[src/rtl/arma_garch_likelihood_filter_macros.svh]
// ----------------------------------------------------------------------------
// arma_garch_likelihood_filter_macros
// Assertion helpers for the filter RTL.
// ----------------------------------------------------------------------------
// Each macro expects signals named clock and reset in scope.
`ifndef ARMA_GARCH_LIKELIHOOD_FILTER_MACROS_SVH
`define ARMA_GARCH_LIKELIHOOD_FILTER_MACROS_SVH

// Condition that must hold at every clock edge outside reset.
`define AGF_ASSERT(label, expr) \
   label: assert property (@(posedge clock) disable iff (reset) (expr)) \
      else $error("agf: invariant violated");

// Same-cycle implication.
`define AGF_ASSERT_IMPL(label, ante, cons) \
   label: assert property (@(posedge clock) disable iff (reset) (ante) |-> (cons)) \
      else $error("agf: implication violated");

`endif

[src/rtl/agf_pkg.sv]
// ----------------------------------------------------------------------------
// agf_pkg
// Types, constants and helpers shared by the ARMA-GARCH likelihood filter.
// ----------------------------------------------------------------------------
package agf_pkg;

   localparam int FRAC_BITS = 16;
   localparam int COEF_BITS = 16;
   localparam int COUNT_W   = 24;
   localparam int E2_W      = 63 - FRAC_BITS;
   localparam logic [31:0] LN2_Q32 = 32'd2977044472;

   typedef struct packed {
      logic signed [31:0] sample;
      logic               last_in;
   } agf_req_type;

   typedef struct packed {
      logic signed [31:0] residual;
      logic [31:0]        variance;
      logic signed [31:0] nll_term;
      logic signed [31:0] mean_nll;
      logic               failed;
      logic               last_out;
   } agf_rsp_type;

   typedef struct packed {
      logic signed [31:0] mean_offset;
      logic signed [31:0] ar_coeff;
      logic signed [31:0] ma_coeff;
      logic [31:0]        var_const;
      logic [15:0]        arch_coeff;
      logic [15:0]        garch_coeff;
      logic [31:0]        initial_variance;
      logic [31:0]        variance_floor;
   } agf_cfg_type;

   typedef enum logic [2:0] {
      CSR_MEAN_OFFSET,
      CSR_AR_COEFF,
      CSR_MA_COEFF,
      CSR_VAR_CONST,
      CSR_ARCH_COEFF,
      CSR_GARCH_COEFF,
      CSR_INITIAL_VARIANCE,
      CSR_VARIANCE_FLOOR
   } agf_csr_type;

   // One classified observation handed from the recursion to the likelihood side
   typedef struct packed {
      logic signed [31:0]  residual;
      logic [31:0]         variance;
      logic                failed;
      logic                last;
      logic                add;
      logic                cond;
      logic [COUNT_W-1:0]  count;
   } agf_item_type;

   typedef enum logic [2:0] {
      F_IDLE, F_AR, F_MA, F_ESQ, F_E2, F_AHI, F_ALO, F_FIN
   } agf_front_state_type;

   typedef enum logic [3:0] {
      B_IDLE, B_ESQ, B_NUM, B_DIV, B_NORM, B_SQMUL, B_SQADJ, B_LNA, B_LNB,
      B_LNC, B_ACC, B_MEAN, B_MDIV, B_MFIN, B_OUT
   } agf_back_state_type;

   function automatic logic signed [31:0] agf_sat32(input logic signed [63:0] v);
      logic signed [31:0] r;
      if (v > 64'sd2147483647)
         r = 32'sh7FFFFFFF;
      else if (v < -64'sd2147483648)
         r = 32'sh80000000;
      else
         r = v[31:0];
      return r;
   endfunction

endpackage

[src/rtl/agf_front.sv]
// ----------------------------------------------------------------------------
// agf_front
// ARMA residual and GARCH variance recursion on one shared multiplier,
// classifies each observation and hands it to the queue.
// ----------------------------------------------------------------------------
module agf_front #(
   parameter int MAX_SERIES_LEN = 65536
) (
   input  logic                 clock,
   input  logic                 reset,
   input  agf_pkg::agf_cfg_type cfg,
   input  logic                 req_valid,
   output logic                 req_stall,
   input  agf_pkg::agf_req_type req_data,
   output logic                 q_push,
   output agf_pkg::agf_item_type q_item,
   input  logic                 q_full
);
   import agf_pkg::*;

   localparam int CW = $clog2(MAX_SERIES_LEN);

   agf_front_state_type state_ff, state_in;

   logic signed [31:0] samp_ff;
   logic               last_ff;
   logic signed [31:0] prev_sample_ff;
   logic signed [31:0] prev_res_ff;
   logic [31:0]        prev_var_ff;
   logic [CW-1:0]      count_ff;
   logic               in_series_ff;
   logic               fail_seen_ff;
   logic signed [65:0] prod_ff;
   logic signed [49:0] acc_ff;
   logic [E2_W-1:0]    e2_ff;
   logic [48:0]        hsum_ff;

   logic signed [32:0] mul_a, mul_b;
   logic signed [65:0] mul_p;
   logic signed [65:0] rnd_full;
   logic signed [32:0] ep_ext, ea;
   logic [63:0]        e2_full;
   logic [48:0]        hi_rnd, hfin;
   logic [16:0]        coef_sum;
   logic               bad, sat, fail_now, add_now, accept;
   logic [31:0]        var_now;
   logic [CW-1:0]      count_next;
   logic signed [31:0] res_now;

   // Select multiplier operands by step
   assign ep_ext = 33'(prev_res_ff);
   assign ea     = ep_ext[32] ? -ep_ext : ep_ext;

   always_comb begin
      mul_a = '0;
      mul_b = '0;
      case (state_ff)
         F_AR: begin
            mul_a = 33'(cfg.ar_coeff);
            mul_b = 33'(prev_sample_ff);
         end
         F_MA: begin
            mul_a = 33'(cfg.ma_coeff);
            mul_b = ep_ext;
         end
         F_ESQ: begin
            mul_a = ea;
            mul_b = ea;
         end
         F_E2: begin
            mul_a = $signed({17'b0, cfg.garch_coeff});
            mul_b = $signed({1'b0, prev_var_ff});
         end
         F_AHI: begin
            mul_a = $signed({17'b0, cfg.arch_coeff});
            mul_b = $signed(33'(e2_ff[E2_W-1:COEF_BITS]));
         end
         F_ALO: begin
            mul_a = $signed({17'b0, cfg.arch_coeff});
            mul_b = $signed({17'b0, e2_ff[COEF_BITS-1:0]});
         end
         default: begin
            mul_a = '0;
            mul_b = '0;
         end
      endcase
   end

   assign mul_p    = mul_a * mul_b;
   assign rnd_full = (prod_ff + (66'sd1 <<< (FRAC_BITS - 1))) >>> FRAC_BITS;
   assign e2_full  = (prod_ff[63:0] + (64'd1 << (FRAC_BITS - 1))) >> FRAC_BITS;
   assign hi_rnd   = 49'((prod_ff[48:0] + 49'h8000) >> COEF_BITS);
   assign hfin     = hsum_ff + hi_rnd;

   // Classify the finished observation
   assign coef_sum   = {1'b0, cfg.arch_coeff} + {1'b0, cfg.garch_coeff};
   assign bad        = (cfg.var_const == 32'd0) || coef_sum[16];
   assign sat        = hfin > 49'h0FFFFFFFF;
   assign var_now    = sat ? 32'hFFFFFFFF : hfin[31:0];
   assign res_now    = agf_sat32(64'(acc_ff));
   assign fail_now   = fail_seen_ff || sat || bad || (var_now < cfg.variance_floor) ||
                       (count_ff >= CW'(MAX_SERIES_LEN - 1));
   assign add_now    = !fail_now;
   assign count_next = count_ff + CW'(add_now);

   always_comb begin
      q_item = '0;
      if (!in_series_ff) begin
         q_item.residual = '0;
         q_item.variance = cfg.initial_variance;
         q_item.failed   = bad || (cfg.initial_variance < cfg.variance_floor) || last_ff;
         q_item.last     = last_ff;
         q_item.add      = 1'b0;
         q_item.cond     = 1'b1;
         q_item.count    = '0;
      end else begin
         q_item.residual = res_now;
         q_item.variance = var_now;
         q_item.failed   = fail_now;
         q_item.last     = last_ff;
         q_item.add      = add_now;
         q_item.cond     = 1'b0;
         q_item.count    = COUNT_W'(count_next);
      end
   end

   assign req_stall = (state_ff != F_IDLE);
   assign accept    = req_valid && !req_stall;
   assign q_push    = (state_ff == F_FIN) && !q_full;

   // State register
   always_ff @(posedge clock) begin
      if (reset) begin
         state_ff <= F_IDLE;
      end else begin
         state_ff <= state_in;
      end
   end

   // Next state: conditioning items skip the arithmetic
   always_comb begin
      state_in = state_ff;
      unique case (state_ff)
         F_IDLE: if (accept) begin
            state_in = in_series_ff ? F_AR : F_FIN;
         end
         F_AR:   state_in = F_MA;
         F_MA:   state_in = F_ESQ;
         F_ESQ:  state_in = F_E2;
         F_E2:   state_in = F_AHI;
         F_AHI:  state_in = F_ALO;
         F_ALO:  state_in = F_FIN;
         F_FIN: if (!q_full) begin
            state_in = F_IDLE;
         end
         default: state_in = F_IDLE;
      endcase
   end

   // Datapath registers; hold the last product while waiting on the queue
   always_ff @(posedge clock) begin
      if (state_ff != F_FIN) begin
         prod_ff <= mul_p;
      end
      case (state_ff)
         F_IDLE: if (accept) begin
            samp_ff <= req_data.sample;
            last_ff <= req_data.last_in;
         end
         F_MA:  acc_ff  <= 50'(samp_ff) - 50'(cfg.mean_offset) - rnd_full[49:0];
         F_ESQ: acc_ff  <= acc_ff - rnd_full[49:0];
         F_E2:  e2_ff   <= e2_full[E2_W-1:0];
         F_AHI: hsum_ff <= 49'(cfg.var_const) + hi_rnd;
         F_ALO: hsum_ff <= hsum_ff + prod_ff[48:0];
         default: begin
         end
      endcase
   end

   // Recursion state: advance when the transaction leaves for the queue
   always_ff @(posedge clock) begin
      if (reset) begin
         prev_sample_ff <= '0;
         prev_res_ff    <= '0;
         prev_var_ff    <= '0;
         count_ff       <= '0;
         in_series_ff   <= 1'b0;
         fail_seen_ff   <= 1'b0;
      end else if (q_push) begin
         prev_sample_ff <= samp_ff;
         prev_res_ff    <= q_item.residual;
         prev_var_ff    <= q_item.variance;
         count_ff       <= in_series_ff ? count_next : '0;
         fail_seen_ff   <= q_item.failed;
         in_series_ff   <= !last_ff;
      end
   end

endmodule

[config.mk]
export PLATFORM = sky130hd
export DESIGN_NAME = agf_front
export DESIGN_NICKNAME = d
export VERILOG_FILES = /design/src/rtl/arma_garch_likelihood_filter_macros.svh /design/src/rtl/agf_pkg.sv /design/src/rtl/agf_front.sv
export SDC_FILE = /design/constraint.sdc
export NUM_CORES = 2
export LEC_CHECK = 0
export ABC_CLOCK_PERIOD_IN_PS = 13100
export BUFFER_PORTS_ARGS = -buffer_cell sky130_fd_sc_hd__buf_2
export CORE_ASPECT_RATIO = 1.1
export CORE_MARGIN = 5
export CORE_UTILIZATION = 43
export CTS_CLUSTER_SIZE = 20
export DETAILED_ROUTE_END_ITERATION = 10
export HOLD_SLACK_MARGIN = 0.06
export PLACE_DENSITY = 0.59
export SLEW_MARGIN = 10
export SYNTH_ARGS = -nofsm -noshare
export SYNTH_HDL_FRONTEND = slang
export SYNTH_SLANG_ARGS = --single-unit
[constraint.sdc]
create_clock -name clock -period 13.1 [get_ports clock]
set_input_delay 0.655 -clock clock [delete_from_list [all_inputs] [get_ports clock]]
set_output_delay 0.655 -clock clock [all_outputs]
set_load 0.01 [all_outputs]
# Word-level counts from Yosys, hierarchy flattened
# Index checks and enable logic that the tools add are counted.
# op_classes
addsub,12
multipliers,1
order_cmp,6
eq_ne,10
muxes,14
n_reduce_logical,21
# ops
cell,count
$pmux W33 S6,1
$pmux W33 S5,1
$pmux W50 S2,1
$sub A50 B50 Y50,2
$pmux W49 S2,1
$mux W32,3
$mux W92,1
$add A66 B17 Y66 const B,1
$mul A33 B33 Y66,1
$lt A32 B32 Y1,2
$add A63 B16 Y63 const B,1
$gt A50 B32 Y1 const B,1
$lt A50 B32 Y1 const B,1
$add A49 B16 Y49 const B,1
$add A49 B33 Y49,1
$add A49 B49 Y49,1
$gt A49 B32 Y1 const B,1
$add A32 B33 Y34,1
$mux W33,1
$neg A32 Y33,1
$sub A32 B32 Y33,1
$logic_not A32 Y1,1
$pmux W3 S8,1
$add A16 B16 Y17,1
other kinds (17),36
# totals
register_bits,362
in_bits,261
word_cells,77

# Depth between registers and ports, before layout
# logic_depth
ltp_word,10
ltp_mapped,44

# Worst setup path before layout
# No wires, ideal clock.
# synth_path
path_type,reg2reg
startpoint,register state_ff[1]
endpoint,register prod_ff[60] (data pin)
setup_ps,261
arrival_time_ps,11862
slack_ps,977
path_stages_with_launch,38
n_path_buf,5
period_less_slack_ps,12123
path_cell_list,dfxtp_1 -> clkbuf_1 -> nor2b_1 -> nand2_1 -> clkbuf_1 -> buf_1 -> nor2_1 -> a221oi_1 -> nand2_1 -> clkbuf_1 -> nand2_1 -> fa_1 -> inv_1 -> fa_1 -> fa_1 -> inv_1 -> fa_1 -> fa_1 -> [... 2 more ...] -> fa_1 -> inv_1 -> fa_1 -> inv_1 -> ha_1 -> clkbuf_1 -> a21o_1 -> a21o_1 -> a2111oi_0 -> nor3_1 -> o2111ai_1 -> a31oi_1 -> o211a_1 -> a21o_1 -> a21o_1 -> a2111oi_0 -> o31a_1 -> nor2_1
# synth_via
elab_chain_len,4
word_cells_on_any_way,10
cone_classes,1 x mul; 6 x eq/ne; 2 x mux; 1 x reduce/logical
# synth_rtl
element,line,text
from (decl),agf_front.sv:23,"agf_front_state_type state_ff, state_in;"
from (signal assigned),agf_front.sv:136,state_ff <= state_in;
$eq A3 B3 Y1,agf_front.sv:57,case (state_ff)
$reduce_or A2 Y1 (no line),-,
$pmux W33 S5,agf_front.sv:57,
$mul A33 B33 Y66 (*),agf_front.sv:89,assign mul_p = mul_a * mul_b;
via mul_p[60],agf_front.sv:39,logic signed [65:0] mul_p;
to (signal assigned),agf_front.sv:163,prod_ff <= mul_p;
to (decl),agf_front.sv:33,logic signed [65:0] prod_ff;
# The timed path passes the listed nets; every way through them passes the cells marked *.
# A chain may end at the register's enable or synchronous reset.

==> metrics.md <==
| Metric | Value |
|---|---|
| Die area | `0.166 mm2` |
| Hold slack | `0.230 ns` |
| R2r endpoint | `prod_ff[63]` |
| Ys flop type | `edfxtp_1` |
| Mapped Avg Cell Area | `8.64 um2` |
| Largest net degree at the start of global routing | `between 70 and 80` |
| # hold bufs at CTS | `0` |
| Rel. slew slack | `13.2%` |
| Register area share after synthesis | `14.3%` |
| R2R Path Start | `prev_res_ff[2]` |
| Clk buf depth | `3` |
| Worst path slowest cell | `ha_1` |
| Clk slew on worst S/H paths | `0.06 ns` |
| Sink Count | `362` |
| PwrDens | `roughly 160 mW/mm2` |
| CP Launch Type | `register` |
| PortBufs | `346` |
| Peak VDD IR | `0.188 mV` |
| Vias | `57900` |
| Post-CTS Setup Bufs | `0` |
| Number of global-route vias before repair | `59300` |
| # fillers | `15400` |
| Area contributors post-synth | `fa_1 34%, edfxtp_1 11%, ha_1 9.1%` |
| Synth Cell Area | `0.0677 mm2` |
| Max stage delay on crit path | `approximately 0.62 ns` |
| Worst EP required | `between 10 and 15 ns` |
| Setup_tns | `0 ns` |
| Worst Hold Launch | `req_data[1]` |
| Distinct cells, synth | `95` |
| Max FO, Critical Path | `12` |
| Final period util | `91.6%` |
| Std cell rows | `152` |
| TritonCTS clock tree | `built` |
| Crit. Startpoint | `prod_ff[16]` |
| Die height | `about 430 um` |
| RePlAce Congestion | `0.984` |
| Clock Tree Root | `clkbuf_16` |
| GRT Total Usage | `about a third` |
| Fin. Hold Viols | `0` |
| Antenna violations before repair | `14` |
| Initial Util | `43.3%` |
| Area delta synth->final | `9.32%` |
| Leakage | `0.0369 uW` |
| Final net count | `9977` |
| Grt total ovfl | `0` |
| Worst reg-to-reg path cell count | `36` |
| Worst path most repeated cell | `nor2_1` |
| Most frequent cell after synthesis | `inv_1` |
| Syn Inst Count | `a little under 8000` |
| CTS H-Tree Depth | `2` |
| Flip-flop and latch count after synthesis | `362` |
| Crit path capture type | `output pin` |
| Routed vias/inst | `approximately 5.7` |
| Post-synth top area share | `34.0%` |
| EDFF count, synth | `245` |
| Total CTS buffers | `42` |
| Worst hold stages | `1` |
| Top post-synthesis cells by count | `1450 x inv_1, 1150 x fa_1, 935 x nand2_1` |
| Routed len/inst | `roughly 26 um` |
| Critical path class | `register to output pin` |
| Max Fclk | `83.4 MHz` |
| DR iter-0 viols | `5109` |
| RSZ-0062 raised after global routing | `false` |
| Clock skew | `0.0319 ns` |
| # Max-Cap Violations | `0` |
| Drt drc | `0` |
| Top Ports | `355` |
| Flop2flop setup slack | `1.22 ns` |
| Die width | `388 um` |
| Min Clock Period, post-route | `11.99 ns` |
| Leading area contributor after synthesis | `fa_1` |
| Max-slew violations | `0` |
| WHS Endpoint | `samp_ff[0]` |
| Post-CTS Resized | `0` |
| DP HPWL | `218000 um` |
| Warnings, synthesis | `0` |
| Least-Margin Pin Slew | `1.30 ns` |
| Clock Latency Late Sink | `between 0.6 and 0.7 ns` |
| Final Setup Violations | `0` |
| Placeable Area | `between 0.15 and 0.2 mm2` |
| Status | `finished, final reports clean` |
| Share of layout cells above drive strength 1 | `8.98%` |
| Asr flop ratio synth | `0%` |
| Final ANT Viol Nets | `0` |
| First-pass GRT wire length | `387000 um` |
| Total iterations of the first detailed-routing run | `7` |
| WP data arrival | `11.34 ns` |
| Detailed Route WL | `263000 um` |
| Worst hold path type | `primary input to register` |
## worst max path at each step
| stage | to | slack [ns] | depth (start not counted) |
|---|---|---|---|
| floorplan | prod_ff[60] | 0.98 | 37 |
| global placement | prod_ff[63] | 1.46 | 34 |
| detailed placement | prod_ff[63] | 1.40 | 35 |
| CTS | prod_ff[63] | 1.34 | 35 |
| global route | q_item[12] | 0.66 | 42 |
| finish | q_item[14] | 1.11 | 41 |
## worst max-delay path: cells and delay by family (launching register included)
family          cells  cell delay (ns)
compound gates     10             1.95
xor+xnor            2             0.72
flops               1             0.52
buf+inv             3             0.88
simple gates       22             5.23
fa+ha+maj           4             1.39
## kinds of logic (layout without fill, tap and decap cells)
group           after synthesis  count (layout)  share of synthesized area (%)
compound gates             1280            1280                           12.5
simple gates               2396            2396                           15.3
other cells                   1              16                        0.00554
mux                          24              24                          0.358
fa+ha+maj                  1643            1643                           43.1
flops                       362             362                           14.3
buf+inv                    1805            2063                           10.1
xor+xnor                    331             331                           4.28
## area by class of cell
| type | instances | area (um2) | share of cell area (%) |
|---|---|---|---|
| diodes | 8 | 20.0 | 0.0270 |
| clock buffers | 61 | 1290 | 1.74 |
| clock inverters | 17 | 239 | 0.323 |
| inverters | 1453 | 5450 | 7.37 |
| multi-input cells | 5682 | 51600 | 69.7 |
| flip-flops and latches | 362 | 9710 | 13.1 |
| well taps | 2079 | 2600 | 3.51 |
| repair buffers | 532 | 3160 | 4.26 |
## state kept, by name, summed over array words and instances, names as in the netlist, 3 cells and up
name / flops
prod_ff: 66
e2_ff: 47
state_ff: 3
acc_ff: 50
prev_res_ff: 32
prev_sample_ff: 32
samp_ff: 32
hsum_ff: 49
prev_var_ff: 32
count_ff: 16
## power breakdown
part	total, uW	switching [uW]	leakage (uW)	internal [uW]
Sequential	1980	271	0.00335	1710
Clock	1330	538	0.000747	788
Combinational	8260	5320	0.0328	2940
Total	11600	6130	0.0369	5450
## through the flow
| step | total power (uW) | worst slack, ns | instances | util, % | instance area (um2) |
|---|---|---|---|---|---|
| after floorplan | 7340 | 0.977 | 7849 | - | 67700 |
| after global placement | 10100 | 1.46 | 10100 | 46.4 | 72500 |
| after detailed placement | 10100 | 1.40 | 10100 | 46.4 | 72500 |
| after CTS | 11500 | 1.34 | 10200 | 47.3 | 74000 |
| after global routing | 12400 | 0.656 | 10200 | 47.3 | 74000 |
| final | 11600 | 1.11 | 10200 | 47.4 | 74000 |
## per-layer routing
| metal | GRT usage, % | up-vias | wire (um) |
|---|---|---|---|
| li1 | - | 25500 | - |
| met1 | 40.4 | 29300 | 101000 |
| met2 | 50.9 | 2503 | 121000 |
| met3 | 6.02 | 590 | 23300 |
| met4 | 16.8 | 8 | 17600 |
| met5 | 0 | - | 49 |
## cells in the final DEF, fill, tap and decap left out, types with 46 or more instances in the layout
| cell | n |
|---|---|
| nor2b_1 | 49 |
| nor3_1 | 94 |
| clkbuf_16 | 47 |
| buf_4 | 185 |
| xor2_1 | 153 |
| edfxtp_1 | 245 |
| fa_1 | 1149 |
| and3_1 | 56 |
| o21a_1 | 59 |
| buf_2 | 345 |
| dfxtp_1 | 114 |
| and2_1 | 59 |
| a21o_1 | 175 |
| nand2_1 | 934 |
| inv_1 | 1450 |
| o21ai_0 | 219 |
| a21oi_1 | 399 |
| ha_1 | 493 |
| xnor2_1 | 174 |
| nand2b_1 | 46 |
| nand4_1 | 61 |
| nor2_1 | 890 |
| nand3_1 | 65 |
Note: power is estimated with default switching activity, not from simulation.
