**src/rtl/arma_garch_likelihood_filter_macros.svh**
```systemverilog
// ----------------------------------------------------------------------------
// arma_garch_likelihood_filter_macros
// Assertion helpers for the filter RTL.
// ----------------------------------------------------------------------------
// Each macro expects signals named clock and reset in scope.
`ifndef ARMA_GARCH_LIKELIHOOD_FILTER_MACROS_SVH
`define ARMA_GARCH_LIKELIHOOD_FILTER_MACROS_SVH

// Condition that must hold at every clock edge outside reset.
`define AGF_ASSERT(label, expr) \
   label: assert property (@(posedge clock) disable iff (reset) (expr)) \
      else $error("agf: invariant violated");

// Same-cycle implication.
`define AGF_ASSERT_IMPL(label, ante, cons) \
   label: assert property (@(posedge clock) disable iff (reset) (ante) |-> (cons)) \
      else $error("agf: implication violated");

`endif

```
**src/rtl/agf_pkg.sv**
```systemverilog
// ----------------------------------------------------------------------------
// agf_pkg
// Types, constants and helpers shared by the ARMA-GARCH likelihood filter.
// ----------------------------------------------------------------------------
package agf_pkg;

   localparam int FRAC_BITS = 16;
   localparam int COEF_BITS = 16;
   localparam int COUNT_W   = 24;
   localparam int E2_W      = 63 - FRAC_BITS;
   localparam logic [31:0] LN2_Q32 = 32'd2977044472;

   typedef struct packed {
      logic signed [31:0] sample;
      logic               last_in;
   } agf_req_type;

   typedef struct packed {
      logic signed [31:0] residual;
      logic [31:0]        variance;
      logic signed [31:0] nll_term;
      logic signed [31:0] mean_nll;
      logic               failed;
      logic               last_out;
   } agf_rsp_type;

   typedef struct packed {
      logic signed [31:0] mean_offset;
      logic signed [31:0] ar_coeff;
      logic signed [31:0] ma_coeff;
      logic [31:0]        var_const;
      logic [15:0]        arch_coeff;
      logic [15:0]        garch_coeff;
      logic [31:0]        initial_variance;
      logic [31:0]        variance_floor;
   } agf_cfg_type;

   typedef enum logic [2:0] {
      CSR_MEAN_OFFSET,
      CSR_AR_COEFF,
      CSR_MA_COEFF,
      CSR_VAR_CONST,
      CSR_ARCH_COEFF,
      CSR_GARCH_COEFF,
      CSR_INITIAL_VARIANCE,
      CSR_VARIANCE_FLOOR
   } agf_csr_type;

   // One classified observation handed from the recursion to the likelihood side
   typedef struct packed {
      logic signed [31:0]  residual;
      logic [31:0]         variance;
      logic                failed;
      logic                last;
      logic                add;
      logic                cond;
      logic [COUNT_W-1:0]  count;
   } agf_item_type;

   typedef enum logic [2:0] {
      F_IDLE, F_AR, F_MA, F_ESQ, F_E2, F_AHI, F_ALO, F_FIN
   } agf_front_state_type;

   typedef enum logic [3:0] {
      B_IDLE, B_ESQ, B_NUM, B_DIV, B_NORM, B_SQMUL, B_SQADJ, B_LNA, B_LNB,
      B_LNC, B_ACC, B_MEAN, B_MDIV, B_MFIN, B_OUT
   } agf_back_state_type;

   function automatic logic signed [31:0] agf_sat32(input logic signed [63:0] v);
      logic signed [31:0] r;
      if (v > 64'sd2147483647)
         r = 32'sh7FFFFFFF;
      else if (v < -64'sd2147483648)
         r = 32'sh80000000;
      else
         r = v[31:0];
      return r;
   endfunction

endpackage

```
**src/rtl/agf_queue.sv**
```systemverilog
// ----------------------------------------------------------------------------
// agf_queue
// Two-entry queue that decouples the recursion from the likelihood back end.
// ----------------------------------------------------------------------------
module agf_queue (
   input  logic                  clock,
   input  logic                  reset,
   input  logic                  push,
   input  agf_pkg::agf_item_type push_item,
   output logic                  full,
   input  logic                  pop,
   output agf_pkg::agf_item_type pop_item,
   output logic                  empty
);
   import agf_pkg::*;

   agf_item_type mem_ff [2];
   logic         wr_ptr_ff, rd_ptr_ff;
   logic [1:0]   fill_ff;

   assign full     = fill_ff[1];
   assign empty    = (fill_ff == 2'd0);
   assign pop_item = mem_ff[rd_ptr_ff];

   // Store pushed entries
   always_ff @(posedge clock) begin
      if (push) begin
         mem_ff[wr_ptr_ff] <= push_item;
      end
   end

   // Advance pointers and fill level
   always_ff @(posedge clock) begin
      if (reset) begin
         wr_ptr_ff <= 1'b0;
         rd_ptr_ff <= 1'b0;
         fill_ff   <= '0;
      end else begin
         if (push) begin
            wr_ptr_ff <= !wr_ptr_ff;
         end
         if (pop) begin
            rd_ptr_ff <= !rd_ptr_ff;
         end
         fill_ff <= fill_ff + 2'(push) - 2'(pop);
      end
   end

endmodule

```
**config.mk**
```make
export PLATFORM = sky130hd
export DESIGN_NAME = agf_queue
export DESIGN_NICKNAME = d
export VERILOG_FILES = /design/src/rtl/arma_garch_likelihood_filter_macros.svh /design/src/rtl/agf_pkg.sv /design/src/rtl/agf_queue.sv
export SDC_FILE = /design/constraint.sdc
export NUM_CORES = 1
export LEC_CHECK = 0
export BUFFER_PORTS_ARGS = -buffer_cell sky130_fd_sc_hd__buf_2
export CORE_MARGIN = 4
export CORE_UTILIZATION = 59
export CTS_BUF_LIST = sky130_fd_sc_hd__clkbuf_2 sky130_fd_sc_hd__clkbuf_4 sky130_fd_sc_hd__clkbuf_8
export CTS_CLUSTER_DIAMETER = 100
export DETAILED_ROUTE_END_ITERATION = 8
export PLACE_DENSITY = 0.95
export SYNTH_ARGS = -nofsm -noshare
export SYNTH_HDL_FRONTEND = slang
export SYNTH_SLANG_ARGS = --single-unit
```
**constraint.sdc**
```tcl
create_clock -name clock -period 11.7 [get_ports clock]
set_input_delay 2.34 -clock clock [delete_from_list [all_inputs] [get_ports clock]]
set_output_delay 2.34 -clock clock [all_outputs]
set_load 0.05 [all_outputs]
```
Yosys cells after proc, flatten, opt, wreduce, memory -nomap -nowiden --
Memory sizes are Yosys's and may differ from the RTL's. A register that Yosys moved wholly into a read port is not among the register bits. Cells that the tools add are included. Widths: inputs -> output; s select.
Word-level totals: word-level logic and storage cells 13, bits in writable memories 184, bits in registers 4, bits of input ports 96, memories 1
Cells by class: muxes and demuxes 4, reduce and logical (&&, ||, !) cells 3, add/sub/neg operators 2
Memories:
- mem_ff | words 2, width 92, read ports 1, clocked after Yosys merged registers in 1, write ports 1, RTL line agf_queue.sv:17 | agf_item_type mem_ff [2];
Operator list (number):
- $mux 1 | 4
- $add 2x1->2 | 1
- $logic_not 1->1 | 2
- $logic_not 2->1 | 1
- $sub 2x1->2 | 1

Longest topological paths before layout --
Gate-level depths: netlist of the first run.
word-level depth 3, mapped depth 6, mapped depth without buffers 6

Worst setup path before layout of the first run --
Ideal clock, no wire load.
kind input-to-reg, from input push, to memory mem_ff[0][0] (netlist name) (enable), data arrival time 6350 ps, library setup time 554 ps, setup slack 4795 ps, stages 1, path buffers 0, cells stage by stage nor2b_1
On the way: word-level cells in the longest chain between the ends 2
Ends and longest elaborated chain:
- from (decl) | RTL line agf_queue.sv:8 | input logic push,
- $mux 1 | RTL line agf_queue.sv:27 | if (push) begin
- $mux 1 (implied by the code) | RTL line agf_queue.sv:28 | mem_ff[wr_ptr_ff] <= push_item;
- to (decl) | RTL line agf_queue.sv:17
Every way passes these cells.

==> results of run 1 <==
[how the worst min path moves through the flow]
| stage | start | endpoint | slack (ns) | depth (start not counted) |
|---|---|---|---|---|
| finish | rd_ptr_ff | flip-flop | 0.54 | 2 |
| global placement | rd_ptr_ff | flip-flop | 0.49 | 2 |
| global route | rd_ptr_ff | flip-flop | 0.58 | 2 |
| detailed placement | rd_ptr_ff | flip-flop | 0.52 | 2 |
| floorplan | rd_ptr_ff | flip-flop | 0.48 | 2 |
| CTS | rd_ptr_ff | flip-flop | 0.55 | 2 |
[registers in the layout, summed over array words and instances (netlist names), named ones only]
| register | cells |
|---|---|
| fill_ff | 2 |
| rd_ptr_ff | 1 |
| wr_ptr_ff | 1 |
| mem_ff | 184 |
[worst reg2reg max path, cell delays in order (launching register included)]
cell and delay [ns]:
dfxtp_1 0.37, nor2b_4 0.87, buf_4 0.74
[cells by family after synthesis]
logic type	after synthesis	share of synthesized area
fa+ha+maj	2	0.00345
mux	92	0.184
xor+xnor	3	0.00552
buf+inv	12	0.0254
simple gates	8	0.00518
flops	189	0.776
[layout make-up]
cell class                      instances  share of cell area
Antenna cell                            1            0.000291
Timing Repair Buffer                  192               0.113
Clock inverter                         11              0.0112
Tap cell                              147              0.0214
Multi-Input combinational cell        105               0.168
Clock buffer                           21              0.0307
Inverter                                2            0.000873
Sequential cell                       189               0.654
[metal layers]
metal | routed length [um] | global-route usage | vias up
li1 | - | - | 1612
met1 | 4800 | 0.211 | 1733
met2 | 6650 | 0.319 | 156
met3 | 921 | 0.0622 | 19
met4 | 252 | 0.0782 | 0
met5 | 0 | 0 | -
[metrics by stage]
| step | util | std cells | area (sq um) |
|---|---|---|---|
| after floorplan | - | 306 | 7250 |
| after global placement | 0.686 | 635 | 8240 |
| after detailed placement | 0.686 | 635 | 8240 |
| after CTS | 0.716 | 667 | 8600 |
| after global routing | 0.716 | 668 | 8600 |
| final | 0.716 | 668 | 8600 |
[report_power, final]
part	switching (mW)	internal [mW]
clock	0.210	0.176
sequential	0.0184	0.790
combinational	0.197	0.0959
[cells in the final DEF, fill, tap and decap left out]
| cell | netlist | layout |
|---|---|---|
| and2_4 | 0 | 1 |
| clkinvlp_4 | 0 | 5 |
| dfxtp_4 | 0 | 1 |
| nor2_1 | 5 | 5 |
| bufinv_16 | 0 | 1 |
| nor2b_1 | 2 | 1 |
| xnor3_1 | 1 | 1 |
| mux2_4 | 80 | 80 |
| inv_1 | 2 | 2 |
| clkinv_2 | 0 | 4 |
| clkbuf_4 | 0 | 4 |
| dfxtp_1 | 5 | 4 |
| xnor2_1 | 2 | 2 |
| ha_1 | 2 | 2 |
| nor2b_4 | 0 | 1 |
| buf_2 | 1 | 189 |
| edfxtp_1 | 184 | 184 |
| mux2_2 | 12 | 12 |
| clkinv_4 | 0 | 1 |
| buf_4 | 0 | 3 |
| diode_2 | 0 | 1 |
| clkbuf_8 | 0 | 17 |
==> results.cfg, run 1 <==
[outcome]
status = completed

[logic_synthesis]
synth_area_leaders = edfxtp_1, mux2_4, buf_12
netlist_instances = 306
seq_area_frac_synth = 0.776
avgSynthCellArea_sq_um = 23.7
synth-edff-count = 184
synth-async-reset-ratio = 0
syn-cell-area_sq_um = 7250
synth_ff_type = edfxtp_1
yosysWarnings = 0
synth_nets = 404
synth_top_cell_by_area = edfxtp_1
ys_types = 14
synth.most_common_cell = edfxtp_1
synth_top_area_share = 0.762
synth-seq-cells = 189
synth_commonest_cells = edfxtp_1, mux2_4, mux2_2

[clock_network]
clkTransAtPathRegs_ns = 0.09
cts_tree = yes
hold_buffers = 0
clock_latency_ns = 0.45
cts-root-buf = clkbuf_8
post-cts-setup-buffers = 0
clk_path_buf_depth = 2
cts_buffers = 17
cts.htree.levels = 4
cts_resized = 0
cts.sinks = 189

[floorplanning]
initial_core_util = 0.603
rows = 40
coreArea_sq_um = 12000
die-area_sq_um = 14100
pin_count = 190
fp.dieH_um = 119
dieWidth_um = 119

[critical_path]
path_depth = 3
path_cells = buf_4 > mux2_4 > buf_2
critPathArrivalTime_ns = 2.74
max_stage_delay_ns = 0.86
crit_path_end_kind = output port
endpoint = pop_item[24]
reg2reg_depth = 2
required_ns = 9.36
rrSetupSlack_ns = 9.31
setup.worst_path.class = flip-flop to output port
cp.buffers_inverters = 2
crit_slowest_cell = buf_4
cp-start-kind = flip-flop
path_delay_family = buffers and inverters
worst_r2r_endpoint = mem_ff[0][11]
r2r_start = wr_ptr_ff
path_max_fanout = 53

[grt]
grt_usage = 0.185
grt_pass1_wl_um = 19700
antenna_found_initial = 1
grt_pass1_vias = 3786
grt-ovfl-total = 0
grt_max_degree = 55

[cells_and_area]
regArea_sq_um = 5630
nNetsFinal = 605
nFillCells = 732
drive_gt1_frac = 0.613
multiInputGateArea_sq_um = 1450
syn_to_final_growth_pct = 18.7

[timing]
slew-limit-headroom = 0.240
worst_slack_ns = 6.62
rsz0062_at_grt = false
worst_pin_slew_ns = 1.14
setup_viol = 0
finalClockSkew_ns = 0.0135
slew_violations = 0
max_freq_mhz = 197
period_share = 0.434
hold_slack_ns = 0.543
hold_viol = 0
fin_tns_setup_ns = 0
min_period_ns = 5.08

[detailed_routing]
firstDrtPassIters = 4
drc = 0
antenna_violating_nets_post_route = 0
wl_per_cell_um = 18.9
vias_per_cell = 5.27
drtIter0Drc = 251
vias = 3520
drt-total-wl_um = 12600

[place]
gp_congestion = 0.732
dp_slack_ns = 7.08
hpwl_um = 8840
port_buffers = 189

[pwr]
ir_worst_vdd_uv = 112
total_power_mw = 1.49
powerDensity_nw_per_um2 = 173
p_leak_nw = 3.41

[min_path]
hp-class = flip-flop to flip-flop

[flow_run]
maxCapViolations = 0
No activity file was read; power rests on OpenSTA's default activity.
==> inputs of run 2 (changes only) <==
--- a/config.mk
+++ b/config.mk
@@ -7,11 +7,11 @@
 export LEC_CHECK = 0
 export BUFFER_PORTS_ARGS = -buffer_cell sky130_fd_sc_hd__buf_2
 export CORE_MARGIN = 4
-export CORE_UTILIZATION = 59
+export CORE_UTILIZATION = 54
 export CTS_BUF_LIST = sky130_fd_sc_hd__clkbuf_2 sky130_fd_sc_hd__clkbuf_4 sky130_fd_sc_hd__clkbuf_8
 export CTS_CLUSTER_DIAMETER = 100
 export DETAILED_ROUTE_END_ITERATION = 8
-export PLACE_DENSITY = 0.95
+export PLACE_DENSITY = 0.88
 export SYNTH_ARGS = -nofsm -noshare
 export SYNTH_HDL_FRONTEND = slang
 export SYNTH_SLANG_ARGS = --single-unit
==> constraint.sdc (replaced) <==
create_clock -name clock -period 4.75 [get_ports clock]
set_input_delay 0.95 -clock clock [delete_from_list [all_inputs] [get_ports clock]]
set_output_delay 0.95 -clock clock [all_outputs]
set_load 0.05 [all_outputs]
==> results.cfg, run 2 (same netlist as run 1, synthesis figures left out) <==
[outcome]
status = completed

[critical_path]
setup.worst_path.class = flip-flop to output port
critPathArrivalTime_ns = 2.13
cp-start-kind = flip-flop
path_max_fanout = 50
required_ns = 3.80
crit_path_end_kind = output port

[place]
gp_congestion = 0.695
port_buffers = 189
place_inst = 666
hpwl_um = 8260
dp_slack_ns = 2.06

[pwr]
clockPowerShare = 0.259
seq_power_share = 0.539
powerDensity_nw_per_um2 = 423
p_int_mw = 2.59
net-switching-power_mw = 1.06
ir_worst_vdd_uv = 287
p_sw_frac = 0.291
comb_power_share = 0.202
p_leak_nw = 3.43

[cells_and_area]
nNetsFinal = 607
postLayoutCoreUtil = 0.655
final_cell_mix = buf_2, edfxtp_1, mux2_4
instances_no_fill = 698
largest_reg_flops = 184
nFillCells = 909
top_regs = mem_ff (184), fill_ff (2)
n_antenna_cell = 0
drive_gt1_frac = 0.611
syn_to_final_growth_pct = 19.3
top_register = mem_ff
final_common_cell = buf_2

[grt]
grt_pass1_vias = 3630
antenna_found_initial = 1
grt_usage = 0.157
grt_max_degree = 76
grt-ovfl-total = 0
grt_pass1_wl_um = 17800

[detailed_routing]
drc = 0
firstDrtPassIters = 4
antenna_violating_nets_post_route = 0
drtIter0Drc = 207
wl_per_cell_um = 17.2
drt-total-wl_um = 12000
vias_per_cell = 4.93
vias = 3438

[timing]
finalClockSkew_ns = 0.0114
period_share = 0.648
min_period_ns = 3.08
worst_pin_slew_ns = 0.983
hold_slack_ns = 0.523
slew_violations = 0
fin_tns_setup_ns = 0
rsz0062_at_grt = false
setup_viol = 0
max_freq_mhz = 325
worst_slack_ns = 1.67
slew-limit-headroom = 0.345
hold_viol = 0

[clock_network]
post-cts-setup-buffers = 0
cts_resized = 0
cts.htree.levels = 4
clkTransAtPathRegs_ns = 0.09
clk_path_buf_depth = 2
cts_tree = yes
cts_buffers = 17
cts-root-buf = clkbuf_8
clock_latency_ns = 0.44
cts.sinks = 189
hold_buffers = 0

[floorplanning]
initial_core_util = 0.550
pin_count = 190
die-area_sq_um = 15300
coreArea_sq_um = 13200
rows = 42
dieWidth_um = 124
fp.dieH_um = 124

[flow_run]
maxCapViolations = 0

[min_path]
hp-class = flip-flop to flip-flop
[run 2: cell count changes in the layout (fill, tap and decap cells not counted), sizes merged]
| cell | delta |
|---|---|
| buf | +2 |
| diode | -1 |
| inv | +2 |
| clkbuf | -4 |
| clkinv | +6 |
| clkinvlp | -4 |
[run 2: metal layers]
layer  vias to the layer above  part of all wire  global-route usage
li1                       1611                 -                   -
met4                         2             0.012              0.0595
met1                      1679              0.39               0.185
met3                        14             0.086              0.0668
met5                         -           0.00058                   0
met2                       132              0.51               0.258
[run 2: worst paths after layout]
path             start            end  slack, ns  cells past startpoint
max reg2reg  wr_ptr_ff  mem_ff[1][84]       2.72                      2
min reg2reg  rd_ptr_ff      flip-flop       0.52                      2
min          rd_ptr_ff      flip-flop       0.52                      2
max          flip-flop    pop_item[4]       1.67                      3
[run 2: worst max-delay path: stages (launching register included)]
cell     delay [ns]
dfxtp_4        0.35
buf_4          0.64
mux2_2         0.41
buf_2          0.21
[run 2: area by class of cell]
class                           instances  area, sq um  share of cell area
Clock inverter                         15          123              0.0142
Tap cell                              176          220              0.0255
Timing Repair Buffer                  194          983               0.114
Multi-Input combinational cell        105         1450               0.168
Inverter                                2         7.51            0.000868
Sequential cell                       189         5630               0.651
Clock buffer                           17          234              0.0271
[run 2: power by group through the flow]
stage	Sequential [mW]	Clock, mW	Combinational [mW]
2_1_floorplan	2.02	0	0.596
3_3_place_gp	2.00	0	0.732
3_5_place_dp	2.01	0	0.744
4_1_cts	1.97	0.972	0.746
5_1_grt	1.98	1.05	0.775
6_report	1.97	0.946	0.738
[run 2: per-stage QoR]
step	power (mW)	area (sq um)
3_5_place_dp	2.76	8290
5_1_grt	3.81	8650
6_report	3.66	8650
3_3_place_gp	2.74	8290
4_1_cts	3.69	8650
2_1_floorplan	2.61	7250
==> inputs of run 3 (changes only) <==
--- a/config.mk
+++ b/config.mk
@@ -7,11 +7,11 @@
 export LEC_CHECK = 0
 export BUFFER_PORTS_ARGS = -buffer_cell sky130_fd_sc_hd__buf_2
 export CORE_MARGIN = 4
-export CORE_UTILIZATION = 54
+export CORE_UTILIZATION = 49
 export CTS_BUF_LIST = sky130_fd_sc_hd__clkbuf_2 sky130_fd_sc_hd__clkbuf_4 sky130_fd_sc_hd__clkbuf_8
 export CTS_CLUSTER_DIAMETER = 100
 export DETAILED_ROUTE_END_ITERATION = 8
-export PLACE_DENSITY = 0.88
+export PLACE_DENSITY = 0.85
 export SYNTH_ARGS = -nofsm -noshare
 export SYNTH_HDL_FRONTEND = slang
 export SYNTH_SLANG_ARGS = --single-unit
==> constraint.sdc (replaced) <==
create_clock -name clock -period 2.7 [get_ports clock]
set_input_delay 0.54 -clock clock [delete_from_list [all_inputs] [get_ports clock]]
set_output_delay 0.54 -clock clock [all_outputs]
set_load 0.05 [all_outputs]
==> results.cfg, run 3 (same netlist as run 1, synthesis figures left out) <==
[detailed_routing]
firstDrtPassIters = 4
drt-total-wl_um = 12400
drc = 0
vias_per_cell = 4.92
drtIter0Drc = 214
wl_per_cell_um = 17.6
antenna_violating_nets_post_route = 0
vias = 3475

[timing]
hold_viol = 0
worst_pin_slew_ns = 0.659
setup_viol = 0
period_share = 0.865
rsz0062_at_grt = false
finalClockSkew_ns = 0.0115
slew-limit-headroom = 0.561
min_period_ns = 2.34
worst_slack_ns = 0.364
slew_violations = 0
max_freq_mhz = 428
hold_slack_ns = 0.281
fin_tns_setup_ns = 0

[cells_and_area]
syn_to_final_growth_pct = 20.8
final_common_cell = buf_2
instances_no_fill = 707
top_register = mem_ff
n_antenna_cell = 0
drive_gt1_frac = 0.616
postLayoutCoreUtil = 0.602
nNetsFinal = 608
final_cell_mix = buf_2, edfxtp_1, mux2_4
largest_reg_flops = 184
stdcell_area_sq_um = 8750
top_regs = mem_ff (184), fill_ff (2)

[grt]
grt_usage = 0.149
grt_pass1_wl_um = 18800
grt_pass1_vias = 3763
antenna_found_initial = 0
grt-ovfl-total = 0
grt_max_degree = 56

[clock_network]
cts-root-buf = clkbuf_8
post-cts-setup-buffers = 0
cts.htree.levels = 4
cts_resized = 0
cts_buffers = 17
clk_path_buf_depth = 2
clock_latency_ns = 0.44
cts.sinks = 189
hold_buffers = 0
cts_tree = yes
clkTransAtPathRegs_ns = 0.09

[pwr]
total_power_mw = 6.63
ir_worst_vdd_uv = 448
powerDensity_nw_per_um2 = 757
p_leak_nw = 3.47

[critical_path]
max_stage_delay_ns = 0.38
reg2reg_depth = 2
cp-start-kind = flip-flop
r2r_start = wr_ptr_ff
cp.buffers_inverters = 2
required_ns = 2.16
rrSetupSlack_ns = 1.16
critPathArrivalTime_ns = 1.80
crit_path_end_kind = output port
setup.worst_path.class = flip-flop to output port
worst_r2r_endpoint = mem_ff[1][38]
path_cells = buf_12 > mux2_4 > buf_2
path_max_fanout = 55
path_delay_family = buffers and inverters
crit_slowest_cell = dfxtp_4

[outcome]
status = completed

[floorplanning]
dieWidth_um = 130
rows = 44
die-area_sq_um = 16800
coreArea_sq_um = 14500
initial_core_util = 0.499
pin_count = 190
fp.dieH_um = 130

[min_path]
min_path_cells = 1
min_to = mem_ff[1][87]
hp-class = input pin to flip-flop
holdCritStartpoint = push_item[87]

[place]
hpwl_um = 8760
dp_slack_ns = 0.859
port_buffers = 189
place_inst = 675
gp_congestion = 0.719
placed_area_sq_um = 8340

[flow_run]
maxCapViolations = 0
## run 3: cell types whose count changed in the layout (fill, tap and decap cells not counted)
| cell | before | now |
|---|---|---|
| clkinv_2 | 5 | 2 |
| clkinv_4 | 4 | 2 |
| buf_12 | 0 | 3 |
| buf_4 | 5 | 3 |
| clkbuf_4 | 0 | 3 |
| clkinv_1 | 2 | 0 |
| clkbuf_8 | 17 | 20 |
| bufinv_16 | 1 | 2 |
| clkinvlp_4 | 1 | 2 |
| inv_6 | 2 | 1 |
## run 3: worst max-delay path by stage
| stage | startpoint | endpoint | slack [ns] | cells after the start |
|---|---|---|---|---|
| after floorplan | push | mem_ff[0][0] | 0.34 | 1 |
| after global placement | flip-flop | pop_item[80] | 0.86 | 3 |
| after detailed placement | flip-flop | pop_item[80] | 0.86 | 3 |
| after CTS | flip-flop | pop_item[80] | 0.35 | 3 |
| after global routing | flip-flop | pop_item[31] | 0.29 | 3 |
| final | flip-flop | pop_item[80] | 0.36 | 3 |
## run 3: final cells by class
type,count,area (sq um)
Clock buffer,23,298
Clock inverter,9,111
Fill cell,1074,5780
Inverter,2,7.51
Multi-Input combinational cell,105,1450
Sequential cell,189,5630
Tap cell,184,230
Timing Repair Buffer,195,1030
## run 3: routing by layer
metal  global-route usage  part of all wire  wire length, um  up-vias
li1                     -                 -                -     1613
met5                    0                 0                0        -
met3               0.0495             0.075              937       21
met2                0.260              0.52             6520      129
met4               0.0660             0.023              280        0
met1                0.167              0.38             4680     1712
## run 3: power breakdown
part	leakage [nW]	switching, mW	internal (mW)
clock	0.207	0.918	0.931
combinational	1.49	0.881	0.426
sequential	1.77	0.0518	3.42
